`config.mk`:
```
export PLATFORM = sky130hd
export DESIGN_NAME = leaky_bucket_shaper
export DESIGN_NICKNAME = d
export VERILOG_FILES = /design/src/lbs_pkg.sv /design/src/lbs_ring.sv /design/src/lbs_seq.sv /design/src/leaky_bucket_shaper.sv
export SDC_FILE = /design/constraint.sdc
export NUM_CORES = 1
export LEC_CHECK = 0
export BUFFER_PORTS_ARGS = -buffer_cell sky130_fd_sc_hd__buf_2
export CAP_MARGIN = 10
export CORE_MARGIN = 3
export CORE_UTILIZATION = 52
export DETAILED_ROUTE_END_ITERATION = 8
export PLACE_DENSITY = 0.8
export SLEW_MARGIN = 20
export SYNTH_ARGS = -nofsm -noshare
export SYNTH_HDL_FRONTEND = slang
export SYNTH_SLANG_ARGS = --single-unit
export TNS_END_PERCENT = 30
```
`constraint.sdc`:
```
create_clock -name clk -period 4.1 [get_ports clk]
set_clock_uncertainty 0.05 [all_clocks]
set_input_delay 0.205 -clock clk [delete_from_list [all_inputs] [get_ports clk]]
set_output_delay 0.205 -clock clk [all_outputs]
set_load 0.1 [all_outputs]
```
`src/lbs_pkg.sv`:
```
// Shared types and constants of the leaky bucket shaper.
package lbs_pkg;

	localparam int BYTE_LANES    = 4;
	localparam int ARRIVAL_LANES = 4;
	localparam int LANES         = (ARRIVAL_LANES < BYTE_LANES) ? ARRIVAL_LANES : BYTE_LANES;
	localparam int LANE_W        = $clog2(BYTE_LANES);
	localparam int DRAIN_MAX     = 4;

	localparam logic [4:0] CAP_RESET   = 5'd10;
	localparam logic [2:0] DRAIN_RESET = 3'd1;

	// register index, taken from paddr[2]
	localparam logic REG_CAPACITY = 1'b0;
	localparam logic REG_DRAIN    = 1'b1;

	typedef enum logic [1:0] {
		KIND_SENT    = 2'd0,
		KIND_DROPPED = 2'd1,
		KIND_IDLE    = 2'd2
	} kind_t;

	typedef struct packed {
		kind_t      kind;
		logic [7:0] payload;
		logic [4:0] fill;
		logic       last;
		logic       from_mem;
	} result_t;

endpackage

```
`src/lbs_ring.sv`:
```
// Byte ring store: one write port, one read port, registered read data.
module lbs_ring #(
	parameter int DEPTH = 16,
	localparam int AW = $clog2(DEPTH)
) (
	input  logic          clk,
	input  logic          we,
	input  logic [AW-1:0] waddr,
	input  logic [7:0]    wdata,
	input  logic          re,
	input  logic [AW-1:0] raddr,
	output logic [7:0]    rdata
);

	logic [7:0] mem [DEPTH];
	logic [7:0] rdata_q;

	always_ff @(posedge clk) begin
		if (we) begin
			mem[waddr] <= wdata;
		end
	end

	// hold the last read while no new read is issued
	always_ff @(posedge clk) begin
		if (re) begin
			rdata_q <= mem[raddr];
		end
	end

	assign rdata = rdata_q;

endmodule

```
`src/lbs_seq.sv`:
```
// Per-tick sequencer: at most one ring access and at most one result per step.
module lbs_seq import lbs_pkg::*; #(
	parameter int DEPTH = 16,
	localparam int AW = $clog2(DEPTH),
	localparam int OW = $clog2(DEPTH + 1)
) (
	input  logic          clk,
	input  logic          arst_n,
	input  logic          in_valid,
	output logic          in_ready,
	input  logic [2:0]    arrival_count,
	input  logic [7:0]    byte_zero,
	input  logic [7:0]    byte_one,
	input  logic [7:0]    byte_two,
	input  logic [7:0]    byte_three,
	input  logic [4:0]    capacity,
	input  logic [2:0]    drain,
	input  logic          advance,
	output logic          emit,
	output result_t       desc,
	output logic          mem_we,
	output logic [AW-1:0] mem_waddr,
	output logic [7:0]    mem_wdata,
	output logic          mem_re,
	output logic [AW-1:0] mem_raddr
);

	localparam int CW = (OW > 5) ? OW : 5;

	logic          busy_q;
	logic [2:0]    count_q;
	logic [2:0]    lane_q;
	logic [2:0]    sent_q;
	logic [7:0]    bytes_q [BYTE_LANES];
	logic [AW-1:0] head_q;
	logic [OW-1:0] occ_q;

	logic [CW-1:0] cap_ext;
	logic [CW-1:0] cap_lim;
	logic          room;
	logic [2:0]    drain_lim;
	logic [2:0]    count_sat;
	logic [OW:0]   tail_sum;
	logic [OW:0]   tail_wrap;
	logic [AW-1:0] head_next;
	logic          in_lanes;
	logic          can_send;
	logic [7:0]    cur_byte;
	logic          step;
	logic          finish;
	logic          accept;

	assign cap_ext   = CW'(capacity);
	assign cap_lim   = (cap_ext > CW'(DEPTH)) ? CW'(DEPTH) : cap_ext;
	assign room      = CW'(occ_q) < cap_lim;
	assign drain_lim = (drain > 3'(DRAIN_MAX)) ? 3'(DRAIN_MAX) : drain;
	assign count_sat = (arrival_count > 3'(LANES)) ? 3'(LANES) : arrival_count;

	// tail = head + occupancy, folded once into the ring
	assign tail_sum  = (OW + 1)'(head_q) + (OW + 1)'(occ_q);
	assign tail_wrap = (tail_sum >= (OW + 1)'(DEPTH)) ? tail_sum - (OW + 1)'(DEPTH) : tail_sum;
	assign head_next = (head_q == AW'(DEPTH - 1)) ? '0 : head_q + AW'(1);

	assign in_lanes = lane_q < count_q;
	assign can_send = (sent_q < drain_lim) && (occ_q != '0);
	assign cur_byte = bytes_q[lane_q[LANE_W-1:0]];

	assign mem_waddr = AW'(tail_wrap);
	assign mem_wdata = cur_byte;
	assign mem_raddr = head_q;

	always_comb begin
		emit   = 1'b0;
		desc   = '0;
		mem_we = 1'b0;
		mem_re = 1'b0;
		if (busy_q) begin
			if (in_lanes) begin
				if (room) begin
					mem_we = advance;
				end else begin
					emit         = 1'b1;
					desc.kind    = KIND_DROPPED;
					desc.payload = cur_byte;
					desc.fill    = 5'(occ_q);
					desc.last    = (lane_q == count_q - 3'd1) &&
						((drain_lim == 3'd0) || (occ_q == '0));
				end
			end else if (can_send) begin
				mem_re        = advance;
				emit          = 1'b1;
				desc.kind     = KIND_SENT;
				desc.fill     = 5'(occ_q - OW'(1));
				desc.from_mem = 1'b1;
				desc.last     = (sent_q + 3'd1 == drain_lim) || (occ_q == OW'(1));
			end else begin
				emit      = 1'b1;
				desc.kind = KIND_IDLE;
				desc.fill = 5'(occ_q);
				desc.last = 1'b1;
			end
		end
	end

	assign step     = busy_q && advance;
	assign finish   = step && emit && desc.last;
	assign in_ready = !busy_q || finish;
	assign accept   = in_valid && in_ready;

	always_ff @(posedge clk or negedge arst_n) begin
		if (!arst_n) begin
			busy_q <= 1'b0;
			lane_q <= '0;
			sent_q <= '0;
		end else if (accept) begin
			busy_q <= 1'b1;
			lane_q <= '0;
			sent_q <= '0;
		end else if (step) begin
			if (finish) begin
				busy_q <= 1'b0;
			end
			if (in_lanes) begin
				lane_q <= lane_q + 3'd1;
			end else if (can_send) begin
				sent_q <= sent_q + 3'd1;
			end
		end
	end

	always_ff @(posedge clk or negedge arst_n) begin
		if (!arst_n) begin
			head_q <= '0;
			occ_q  <= '0;
		end else if (step) begin
			if (in_lanes && room) begin
				occ_q <= occ_q + OW'(1);
			end else if (!in_lanes && can_send) begin
				occ_q  <= occ_q - OW'(1);
				head_q <= head_next;
			end
		end
	end

	always_ff @(posedge clk) begin
		if (accept) begin
			count_q    <= count_sat;
			bytes_q[0] <= byte_zero;
			bytes_q[1] <= byte_one;
			bytes_q[2] <= byte_two;
			bytes_q[3] <= byte_three;
		end
	end

	a_occ_bound: assert property (@(posedge clk) disable iff (!arst_n)
		occ_q <= OW'(DEPTH))
		else $error("occupancy above ring depth");

	a_sent_bound: assert property (@(posedge clk) disable iff (!arst_n)
		busy_q |-> (sent_q <= 3'(DRAIN_MAX)))
		else $error("more bytes sent than the drain limit");

	a_finish_idle: assert property (@(posedge clk) disable iff (!arst_n)
		(finish && !in_valid) |=> !busy_q)
		else $error("sequencer still busy after the last result of a tick");

endmodule

```
`src/leaky_bucket_shaper.sv`:
```
// Top level of the leaky bucket shaper: config port, sequencer, ring store, output stage.
//
// Each item is one time tick with up to four arriving bytes. In lane order a byte is
// written into the ring if the fill is below the capacity, capped at the ring depth;
// else it leaves at once as a dropped result. Then up to drain_rate bytes, at most four,
// leave from the head as sent results, and a tick with neither gives one idle result.
// The last result of a tick has last set. The sequencer takes a step for each arriving
// byte and each sent byte, and one more for the idle result when the tick neither sends
// nor drops; each step makes at most one ring access. Every step, a store included,
// waits while the result register is full and out_ready is low. The next item is taken
// in the cycle that issues the final result of the current one. Results wait in a result
// register, but out_ready reaches the sequencer combinationally, and a step that stores
// a byte gives no result. A sent byte is read from the ring in the cycle before it shows
// on the output. The ring has no reset; only bytes that were written are ever read.
// Configuration is an APB slave with bucket_capacity at byte address 0 and drain_rate
// at 4; it must be written only while idle, and the block itself does not enforce this.
module leaky_bucket_shaper import lbs_pkg::*; #(
	parameter int BUFFER_DEPTH = 16
) (
	input  logic        clk,
	input  logic        arst_n,

	input  logic        psel,
	input  logic        penable,
	input  logic        pwrite,
	input  logic [2:0]  paddr,
	input  logic [31:0] pwdata,
	output logic [31:0] prdata,
	output logic        pready,

	input  logic        in_valid,
	output logic        in_ready,
	input  logic [2:0]  arrival_count,
	input  logic [7:0]  byte_zero,
	input  logic [7:0]  byte_one,
	input  logic [7:0]  byte_two,
	input  logic [7:0]  byte_three,

	output logic        out_valid,
	input  logic        out_ready,
	output logic [1:0]  kind,
	output logic [7:0]  payload,
	output logic [4:0]  fill_level,
	output logic        last
);

	localparam int AW = $clog2(BUFFER_DEPTH);

	logic [4:0] cap_q;
	logic [2:0] drain_q;
	logic       cfg_wr;

	logic          advance;
	logic          emit;
	result_t       desc;
	logic          mem_we;
	logic [AW-1:0] mem_waddr;
	logic [7:0]    mem_wdata;
	logic          mem_re;
	logic [AW-1:0] mem_raddr;
	logic [7:0]    mem_rdata;

	logic    out_v_s2;
	result_t desc_s2;

	// Configuration port: always ready, register picked by address bit 2.
	assign pready = 1'b1;
	assign cfg_wr = psel && penable && pwrite;

	always_ff @(posedge clk or negedge arst_n) begin
		if (!arst_n) begin
			cap_q   <= CAP_RESET;
			drain_q <= DRAIN_RESET;
		end else if (cfg_wr) begin
			case (paddr[2])
				REG_CAPACITY: cap_q   <= pwdata[4:0];
				REG_DRAIN:    drain_q <= pwdata[2:0];
				default:      ;
			endcase
		end
	end

	always_comb begin
		case (paddr[2])
			REG_CAPACITY: prdata = {27'd0, cap_q};
			REG_DRAIN:    prdata = {29'd0, drain_q};
			default:      prdata = '0;
		endcase
	end

	// Advance the sequencer whenever the result register is free or being emptied.
	assign advance = !out_v_s2 || out_ready;

	lbs_seq #(
		.DEPTH(BUFFER_DEPTH)
	) u_seq (
		.clk          (clk),
		.arst_n       (arst_n),
		.in_valid     (in_valid),
		.in_ready     (in_ready),
		.arrival_count(arrival_count),
		.byte_zero    (byte_zero),
		.byte_one     (byte_one),
		.byte_two     (byte_two),
		.byte_three   (byte_three),
		.capacity     (cap_q),
		.drain        (drain_q),
		.advance      (advance),
		.emit         (emit),
		.desc         (desc),
		.mem_we       (mem_we),
		.mem_waddr    (mem_waddr),
		.mem_wdata    (mem_wdata),
		.mem_re       (mem_re),
		.mem_raddr    (mem_raddr)
	);

	lbs_ring #(
		.DEPTH(BUFFER_DEPTH)
	) u_ring (
		.clk  (clk),
		.we   (mem_we),
		.waddr(mem_waddr),
		.wdata(mem_wdata),
		.re   (mem_re),
		.raddr(mem_raddr),
		.rdata(mem_rdata)
	);

	// Result register: a sent byte takes its payload from the ring read data, which
	// holds steady while the result waits, since no read is issued during a stall.
	always_ff @(posedge clk or negedge arst_n) begin
		if (!arst_n) begin
			out_v_s2 <= 1'b0;
		end else if (advance) begin
			out_v_s2 <= emit;
		end
	end

	always_ff @(posedge clk) begin
		if (advance && emit) begin
			desc_s2 <= desc;
		end
	end

	assign out_valid  = out_v_s2;
	assign kind       = desc_s2.kind;
	assign payload    = desc_s2.from_mem ? mem_rdata : desc_s2.payload;
	assign fill_level = desc_s2.fill;
	assign last       = desc_s2.last;

endmodule

```
==> results of run 1 <==
## metal layers
layer	part of all wire	wire, um
met4	0.022	407
met2	0.51	9540
met3	0.079	1470
met5	0	0
met1	0.39	7200
## repair_timing
| action | 4_1_cts | 5_1_grt |
|---|---|---|
| setup buffers | 0 | 0 |
| hold endpoints to repair | 66 | 0 |
| hold buffers | 42 | 0 |
## worst max-delay path by stage
stage | slack [ns] | to | cells past startpoint | start
floorplan | 0.16 | u_seq.bytes_q[0][0] | 7 | u_seq.lane_q[0]
global placement | 0.81 | u_ring.mem[4][7] | 7 | cap_q[1]
detailed placement | 0.64 | u_ring.mem[12][6] | 8 | cap_q[4]
CTS | 0.66 | in_ready | 6 | u_seq.lane_q[0]
global route | 0.47 | in_ready | 6 | u_seq.lane_q[0]
finish | 0.61 | in_ready | 7 | drain_q[2]
## registers in the layout, summed over array words and instances (netlist names), 4 cells and up
name             flops
cap_q                5
desc_s2              9
fill_level           5
u_ring.mem         128
u_ring.rdata         8
u_seq.bytes_q       32
u_seq.mem_raddr      4
u_seq.occ_q          5
## worst register-to-register path, cell delays in order, from the launching register on
cell	delay, ns
dfrtp_1	0.40
inv_1	0.14
nand2_1	0.07
ha_1	0.28
o2111ai_1	0.20
nor2_1	0.13
or4_1	0.67
or3_4	0.42
nor2_1	0.65
## through the flow
step                worst slack, ns  instances   util
CTS                           0.660        897  0.629
detailed placement            0.644        815  0.563
floorplan                     0.156        562      -
global placement              0.813        815  0.563
finish                        0.613        897  0.629
global route                  0.473        897  0.629
## cells by family after synthesis
kind of cell / after synthesis
flops: 213
other cells: 2
buf+inv: 67
xor+xnor: 18
mux: 72
simple gates: 103
fa+ha+maj: 22
compound gates: 39
## cells in the mapped netlist, drive strengths merged, types with 2 or more instances
| library cell | n |
|---|---|
| or3 | 4 |
| nand3 | 9 |
| inv | 14 |
| nor3 | 6 |
| a311oi | 2 |
| o21a | 2 |
| nor2b | 5 |
| a31oi | 3 |
| nand2 | 18 |
| buf | 42 |
| conb | 2 |
| nand4 | 4 |
| and2 | 8 |
| nand2b | 6 |
| o31ai | 2 |
| xnor2 | 14 |
| mux2 | 22 |
| clkbuf | 11 |
| mux2i | 2 |
| o21ai | 3 |
| nor4 | 8 |
| nor2 | 28 |
| xor2 | 4 |
| ha | 21 |
| o41ai | 2 |
| a21oi | 13 |
| dfstp | 3 |
| edfxtp | 188 |
| dfrtp | 22 |
| a211oi | 3 |
| nor4b | 2 |
| mux4 | 48 |
## layout make-up
cell class                 instances  share of cell area
sequential                       213               0.575
multi-input combinational        282               0.250
timing repair buffer             123              0.0781
clock buffer                      29              0.0548
tap                              225              0.0258
clock inverter                    11              0.0121
inverter                          14             0.00481
==> flow_summary.json, run 1 <==
{
  "ys_ff_latch": 213,
  "critPathKind": "reg2out",
  "drt_iter0_drc": 503,
  "place_congestion": 0.963,
  "finalHoldViolations": 0,
  "vias": 5171,
  "crit_fanout": 8,
  "async_flop_share": 0.117,
  "cp_top_family": "compound AO/OA/AOI/OAI gates",
  "hold_start": "out_ready",
  "drtPass1Iterations": 5,
  "worst_setup_path_start_kind": "flop",
  "cpMaxStageDelayCell": "o21ai_0",
  "cts_sinks": 213,
  "busiest_layer": "met2",
  "root_buffer": "clkbuf_16",
  "use_met2": 0.319,
  "grtUsageMet1": 0.269,
  "post-route-min-period_ns": 3.49,
  "grt_pass1_wl_um": 29900,
  "rows": 48,
  "tns_ns": 0,
  "synthToLayoutAreaGrowth_pct": 17.7,
  "final_cell_area_mm2": 0.0109,
  "synth_mux_area_frac": 0.145,
  "regArea_mm2": 0.00628,
  "final_common_cell": "edfxtp_1",
  "drive_gt1_frac": 0.292,
  "antenna_found_initial": 0,
  "place_area_mm2": 0.00977,
  "coreArea_mm2": 0.0174,
  "io_buffers": 70,
  "maxSlewHeadroom": 0.403,
  "hold_depth": 3,
  "reg2reg_from": "cap_q[4]",
  "end_kind": "output port",
  "finalSetupViolations": 0,
  "final_nets": 755,
  "holdPathEnd": "out_valid",
  "period_share": 0.851,
  "ys_seq_area_frac": 0.676,
  "cts_buffers": 22,
  "syn-cell-area_mm2": 0.00928,
  "hold_class": "in2reg",
  "via_per_inst": 5.76,
  "critPathArrivalTime_ns": 3.23,
  "routed_wl_um": 18600,
  "synth_area_leaders": "edfxtp_1 61%, mux4_2 12%, dfrtp_1 5.9%, buf_4 2.8%, ha_1 2.8%",
  "yosys.area_share.adder": 0.0305,
  "yosysTopAreaCellShare": 0.608,
  "cts-resized-gates": 0,
  "synthSimpleGateAreaFrac": 0.0588,
  "most-common-layout-cells": "188 x edfxtp_1, 70 x buf_2, 48 x mux4_2",
  "synth_compound_area_frac": 0.0291,
  "synth_cell_types": 55,
  "grt_pass1_vias": 5454,
  "status": "completed",
  "syn_inst": 536,
  "drc": 0,
  "cts_tree": "yes",
  "r2r_end": "u_ring.mem[12][5]",
  "fp.dieH_um": 140,
  "synth_top_family_by_area": "multiplexers",
  "htreeDepth": 1,
  "ff2ff_path_depth": 8,
  "critical_path.max_stage_delay_ns": 0.53,
  "max_clock_freq_mhz": 287,
  "crit_buf_inv": 1,
  "grt_use_total": 0.194,
  "clockBufferDepth": 3,
  "drv_slew": 0,
  "synthFlopType": "edfxtp_1",
  "wire_per_inst_um": 20.8,
  "cap_violations": 0,
  "grt_setup_unrepaired": "no",
  "yosys.area.top_type": "edfxtp_1",
  "antennaDiodeCount": 0,
  "clk_pin_slew_ns": 0.06,
  "nFillCells": 1144,
  "die_w_um": 140,
  "multi_input_area_mm2": 0.00273,
  "avgSynthCellArea_um2": 17.3,
  "hpwl_um": 11700,
  "synth_edf_count": 188,
  "grt_max_degree": 42,
  "yosysWarnings": 0,
  "crit_path_cell_trace": "nand2b_1, ha_1, nand2_1, o21ai_0, nor4_1, o41ai_2, buf_2",
  "clock_latency_ns": 0.50,
  "grt_overflow": 0,
  "worstPathRequired_ns": 3.85,
  "tightest_slew_ns": 0.888,
  "use_met3": 0.0385,
  "whs_ns": 0.0526,
  "die_area_mm2": 0.0195,
  "synth_xor_area_frac": 0.0170,
  "start_util": 0.535,
  "rrSetupSlack_ns": 0.70,
  "antenna_left": 0,
  "ios": 128
}
Power of run 1 is left out: the tool's default activity adds up to more than one toggle a clock period on the data nets, which glitch-free logic cannot reach.
==> inputs of run 2 (changes only) <==
--- a/config.mk
+++ b/config.mk
@@ -7,10 +7,11 @@
 export LEC_CHECK = 0
 export BUFFER_PORTS_ARGS = -buffer_cell sky130_fd_sc_hd__buf_2
 export CAP_MARGIN = 10
+export CORE_ASPECT_RATIO = 0.9
 export CORE_MARGIN = 3
-export CORE_UTILIZATION = 52
+export CORE_UTILIZATION = 45
 export DETAILED_ROUTE_END_ITERATION = 8
-export PLACE_DENSITY = 0.8
+export PLACE_DENSITY = 0.71
 export SLEW_MARGIN = 20
 export SYNTH_ARGS = -nofsm -noshare
 export SYNTH_HDL_FRONTEND = slang
==> constraint.sdc (replaced) <==
create_clock -name clk -period 4.1 [get_ports clk]
set_clock_uncertainty 0.05 [all_clocks]
set_input_delay 0.205 -clock clk [delete_from_list [all_inputs] [get_ports clk]]
set_output_delay 0.205 -clock clk [all_outputs]
set_load 0.005 [all_outputs]
==> flow_summary.json, run 2 (synthesized netlist as in run 1, its figures left out) <==
{
  "antenna_found_initial": 0,
  "critical_path.max_stage_delay_ns": 0.61,
  "top_register": "u_ring.mem",
  "worst_setup_path_start_kind": "flop",
  "routed_wl_um": 17800,
  "post-route-util": 0.545,
  "cp_top_family": "compound AO/OA/AOI/OAI gates",
  "grt_setup_unrepaired": "no",
  "drtPass1Iterations": 5,
  "end_kind": "output port",
  "io_buffers": 70,
  "die_area_mm2": 0.0224,
  "clk_pin_slew_ns": 0.06,
  "hpwl_um": 11800,
  "worstPathRequired_ns": 3.85,
  "die_w_um": 157,
  "whs_ns": 0.0465,
  "period_share": 0.826,
  "coreArea_mm2": 0.0201,
  "drt_iter0_drc": 476,
  "wire_per_inst_um": 19.2,
  "final_nets": 756,
  "grt_max_degree": 42,
  "critPathKind": "reg2out",
  "most-common-layout-cells": "188 x edfxtp_1, 70 x buf_2, 48 x mux4_2",
  "post-route-min-period_ns": 3.39,
  "via_per_inst": 5.50,
  "tightest_slew_ns": 1.07,
  "crit_buf_inv": 1,
  "cts_sinks": 213,
  "grt_pass1_wl_um": 28200,
  "hold_class": "in2reg",
  "root_buffer": "clkbuf_16",
  "status": "completed",
  "grt_use_total": 0.160,
  "drive_gt1_frac": 0.298,
  "fp.dieH_um": 142,
  "top_regs": "u_ring.mem (128), u_seq.bytes_q (32), desc_s2 (9)",
  "crit_path_cell_trace": "nand2b_1, ha_1, nand2_1, o21ai_0, nor4_1, o41ai_1, buf_2",
  "finalHoldViolations": 0,
  "antennaDiodeCount": 0,
  "drv_slew": 0,
  "cap_violations": 0,
  "cts_setup_buffers": 0,
  "p_leak_nw": 3.94,
  "final_common_cell": "edfxtp_1",
  "cts_buffers": 22,
  "clockBufferDepth": 3,
  "vias": 5103,
  "cts_tree": "yes",
  "htreeDepth": 1,
  "synthToLayoutAreaGrowth_pct": 18.2,
  "finalSetupViolations": 0,
  "clock_latency_ns": 0.49,
  "largest_reg_flops": 128,
  "grt_pass1_vias": 5014,
  "drc": 0,
  "max_clock_freq_mhz": 295,
  "antenna_left": 0,
  "cpMaxStageDelayCell": "o41ai_1",
  "place_congestion": 0.895,
  "critPathArrivalTime_ns": 3.13,
  "ios": 128,
  "p_per_area_mw_per_mm2": 814,
  "tns_ns": 0,
  "rows": 49,
  "grt_overflow": 0,
  "postCtsHoldBufs": 42,
  "peakVddDrop_mv": 0.452,
  "crit_fanout": 8,
  "nFillCells": 1516,
  "maxSlewHeadroom": 0.283,
  "cts-resized-gates": 0,
  "start_util": 0.461
}
run 2: area by class of cell:
class,instances,area (um^2),area share
clock buffer,28,624,0.0569
clock inverter,11,114,0.0104
inverter,14,52.6,0.00479
multi-input combinational,282,2720,0.248
sequential,213,6280,0.572
tap,255,319,0.0291
timing repair buffer,124,861,0.0785
run 2: routing by layer:
layer	up-vias	track usage	wire, um
met3	23	0.0286	1320
met5	-	0	0
met4	0	0.0301	280
li1	2284	-	-
met1	2574	0.245	8110
met2	222	0.247	8120
run 2: through the flow:
stage	power (W)	std cells	setup WS (ns)	area, um^2
final	0.00892	927	0.714	11000
after global routing	0.00944	927	0.498	11000
after CTS	0.00897	927	0.746	11000
after detailed placement	0.00692	846	0.761	9810
after global placement	0.00676	846	0.809	9810
after floorplan	0.00597	562	0.158	9380
run 2: power breakdown:
| group | total, W | internal [W] | switching, W |
|---|---|---|---|
| clock network | 0.00201 | 0.00121 | 0.000800 |
| logic | 0.00324 | 0.00134 | 0.00189 |
| registers | 0.00368 | 0.00334 | 0.000337 |
run 2: worst register-to-register path: cells and delay by family, from the launching register on:
kind | cells | cell delay, ns
compound gates | 1 | 0.18
simple gates | 5 | 1.88
fa+ha+maj | 1 | 0.28
buf+inv | 1 | 0.15
flops | 1 | 0.40
run 2: path summary, 6_finish.rpt:
path                       startpoint                 end  slack [ns]  cells after the start
max reg2reg                  cap_q[4]    u_ring.mem[0][4]        0.78                      8
max                        drain_q[2]            in_ready        0.71                      7
max in group asynchronous      arst_n  u_seq.mem_raddr[0]        3.37                      2
min                         out_ready           out_valid        0.05                      3
min reg2reg                  cap_q[4]            cap_q[4]        0.52                      1
min in group asynchronous      arst_n            cap_q[4]        0.20                      2
No activity file was read; power rests on OpenSTA's default activity.
==> inputs of run 3 (changes only) <==
--- a/config.mk
+++ b/config.mk
@@ -11,7 +11,7 @@
 export CORE_MARGIN = 3
 export CORE_UTILIZATION = 45
 export DETAILED_ROUTE_END_ITERATION = 8
-export PLACE_DENSITY = 0.71
+export PLACE_DENSITY = 0.69
 export SLEW_MARGIN = 20
 export SYNTH_ARGS = -nofsm -noshare
 export SYNTH_HDL_FRONTEND = slang
==> constraint.sdc (replaced) <==
create_clock -name clk -period 3.5 [get_ports clk]
set_clock_uncertainty 0.05 [all_clocks]
set_input_delay 0.175 -clock clk [delete_from_list [all_inputs] [get_ports clk]]
set_output_delay 0.175 -clock clk [all_outputs]
set_load 0.005 [all_outputs]
==> flow_summary.json, run 3 (synthesized netlist as in run 1, its figures left out) <==
{
  "clk_pin_slew_ns": 0.06,
  "maxSlewHeadroom": 0.441,
  "final_nets": 771,
  "place_area_mm2": 0.00992,
  "cap_violations": 0,
  "p_leak_nw": 3.95,
  "place_congestion": 0.887,
  "finalSetupViolations": 0,
  "p_int_w": 0.00668,
  "clock_latency_ns": 0.49,
  "via_per_inst": 5.41,
  "tightest_slew_ns": 0.831,
  "fp.dieH_um": 142,
  "drv_slew": 0,
  "pwr-share-seq": 0.420,
  "crit_fanout": 10,
  "most-common-layout-cells": "188 x edfxtp_1, 70 x buf_2, 48 x mux4_2",
  "final_common_cell": "edfxtp_1",
  "peakVddDrop_mv": 0.472,
  "largest_reg_flops": 128,
  "routed_wl_um": 17700,
  "status": "completed",
  "die_area_mm2": 0.0224,
  "top_regs": "u_ring.mem (128), u_seq.bytes_q (32), desc_s2 (9)",
  "grt_overflow": 0,
  "max_clock_freq_mhz": 313,
  "tns_ns": 0,
  "cts_tree": "yes",
  "hold_class": "in2reg",
  "final_cell_area_mm2": 0.0110,
  "finalHoldViolations": 0,
  "rows": 49,
  "antenna_found_initial": 0,
  "antenna_left": 0,
  "wire_per_inst_um": 18.8,
  "cts_sinks": 213,
  "drc": 0,
  "cts_buffers": 21,
  "die_w_um": 157,
  "p_sw_w": 0.00352,
  "p_clk_frac": 0.195,
  "grt_setup_unrepaired": "no",
  "htreeDepth": 1,
  "critPathKind": "reg2out",
  "hold_depth": 3,
  "synthToLayoutAreaGrowth_pct": 18.1,
  "drive_gt1_frac": 0.299,
  "end_kind": "output port",
  "grt_pass1_vias": 5131,
  "post-route-min-period_ns": 3.19,
  "drtPass1Iterations": 5,
  "drt_iter0_drc": 458,
  "worstPathRequired_ns": 3.27,
  "ff2ff_path_depth": 7,
  "root_buffer": "clkbuf_16",
  "grt_pass1_wl_um": 28100,
  "p_per_area_mw_per_mm2": 932,
  "clockBufferDepth": 3,
  "hpwl_um": 12100,
  "worst_setup_path_start_kind": "flop",
  "grt_max_degree": 42,
  "period_share": 0.912,
  "vias": 5093,
  "critPathArrivalTime_ns": 2.97,
  "coreArea_mm2": 0.0201,
  "start_util": 0.461,
  "antennaDiodeCount": 0,
  "swShare": 0.345,
  "combPwrFrac": 0.385,
  "top_register": "u_ring.mem",
  "cts_setup_buffers": 0,
  "io_buffers": 70,
  "ios": 128,
  "grt_use_total": 0.160
}
run 3: cell count changes in the layout (fill, tap and decap cells not counted), moves of 2 or more:
cell / change
buf_4: +15
bufinv_16: -2
clkbuf_1: +5
clkinv_1: +3
clkbuf_8: -3
clkbuf_16: -2
clkinv_2: -3
run 3: final cells by class:
class                           count  area [um^2]
Fill cell                        1501         9150
Multi-Input combinational cell    282         2730
Inverter                           14         52.6
Sequential cell                   213         6280
Timing Repair Buffer              140          983
Clock buffer                       28          552
Clock inverter                      9         47.5
Tap cell                          255          319
run 3: metrics by stage:
stage	hold WS [ns]	setup WS (ns)	cells	total power [W]	util
floorplan	-0.171	0.239	562	0.00700	-
global placement	0.154	0.466	861	0.00802	0.493
detailed placement	0.174	0.455	861	0.00822	0.493
CTS	0.0658	0.270	941	0.0103	0.544
global route	0.116	0.0650	941	0.0108	0.545
finish	0.0935	0.309	941	0.0102	0.545
run 3: power by group through the flow:
stage          registers [W]  clock network (W)  logic [W]
3_5_place_dp         0.00434                  0    0.00387
6_report             0.00429            0.00199    0.00393
3_3_place_gp         0.00430                  0    0.00373
5_1_grt              0.00437            0.00214    0.00433
2_1_floorplan        0.00414                  0    0.00287
4_1_cts              0.00430            0.00204    0.00392
run 3: worst paths after layout:
| kind | from | slack, ns | end |
|---|---|---|---|
| min in group asynchronous | arst_n | 0.18 | u_seq.occ_q[4] |
| max in group asynchronous | arst_n | 2.79 | u_seq.mem_raddr[0] |
| max | u_seq.occ_q[1] | 0.31 | in_ready |
| min reg2reg | u_seq.sent_q[1] | 0.53 | u_seq.sent_q[1] |
| min | penable | 0.09 | drain_q[2] |
| max reg2reg | u_seq.lane_q[1] | 0.42 | u_ring.mem[4][0] |
run 3: worst max-delay path: stages (launching register included):
cell	delay, ns
dfrtp_1	0.52
inv_1	0.19
ha_1	0.21
or4b_1	0.56
o31ai_1	0.12
a31oi_1	0.24
o41ai_1	0.42
buf_2	0.20
run 3: timing repair:
item / 4_1_cts / 5_1_grt
gates resized for setup: 0 / 1
hold endpoints to repair: 67 / 0
hold buffers: 43 / 0
endpoints found under the setup margin: 0 / 1
run 3: per-layer routing:
layer  track usage  routed length [um]  up-vias
li1              -                   -     2317
met1         0.239                7770     2530
met2         0.248                8200      224
met3        0.0356                1490       22
met4        0.0324                 251        0
met5             0                   0        -
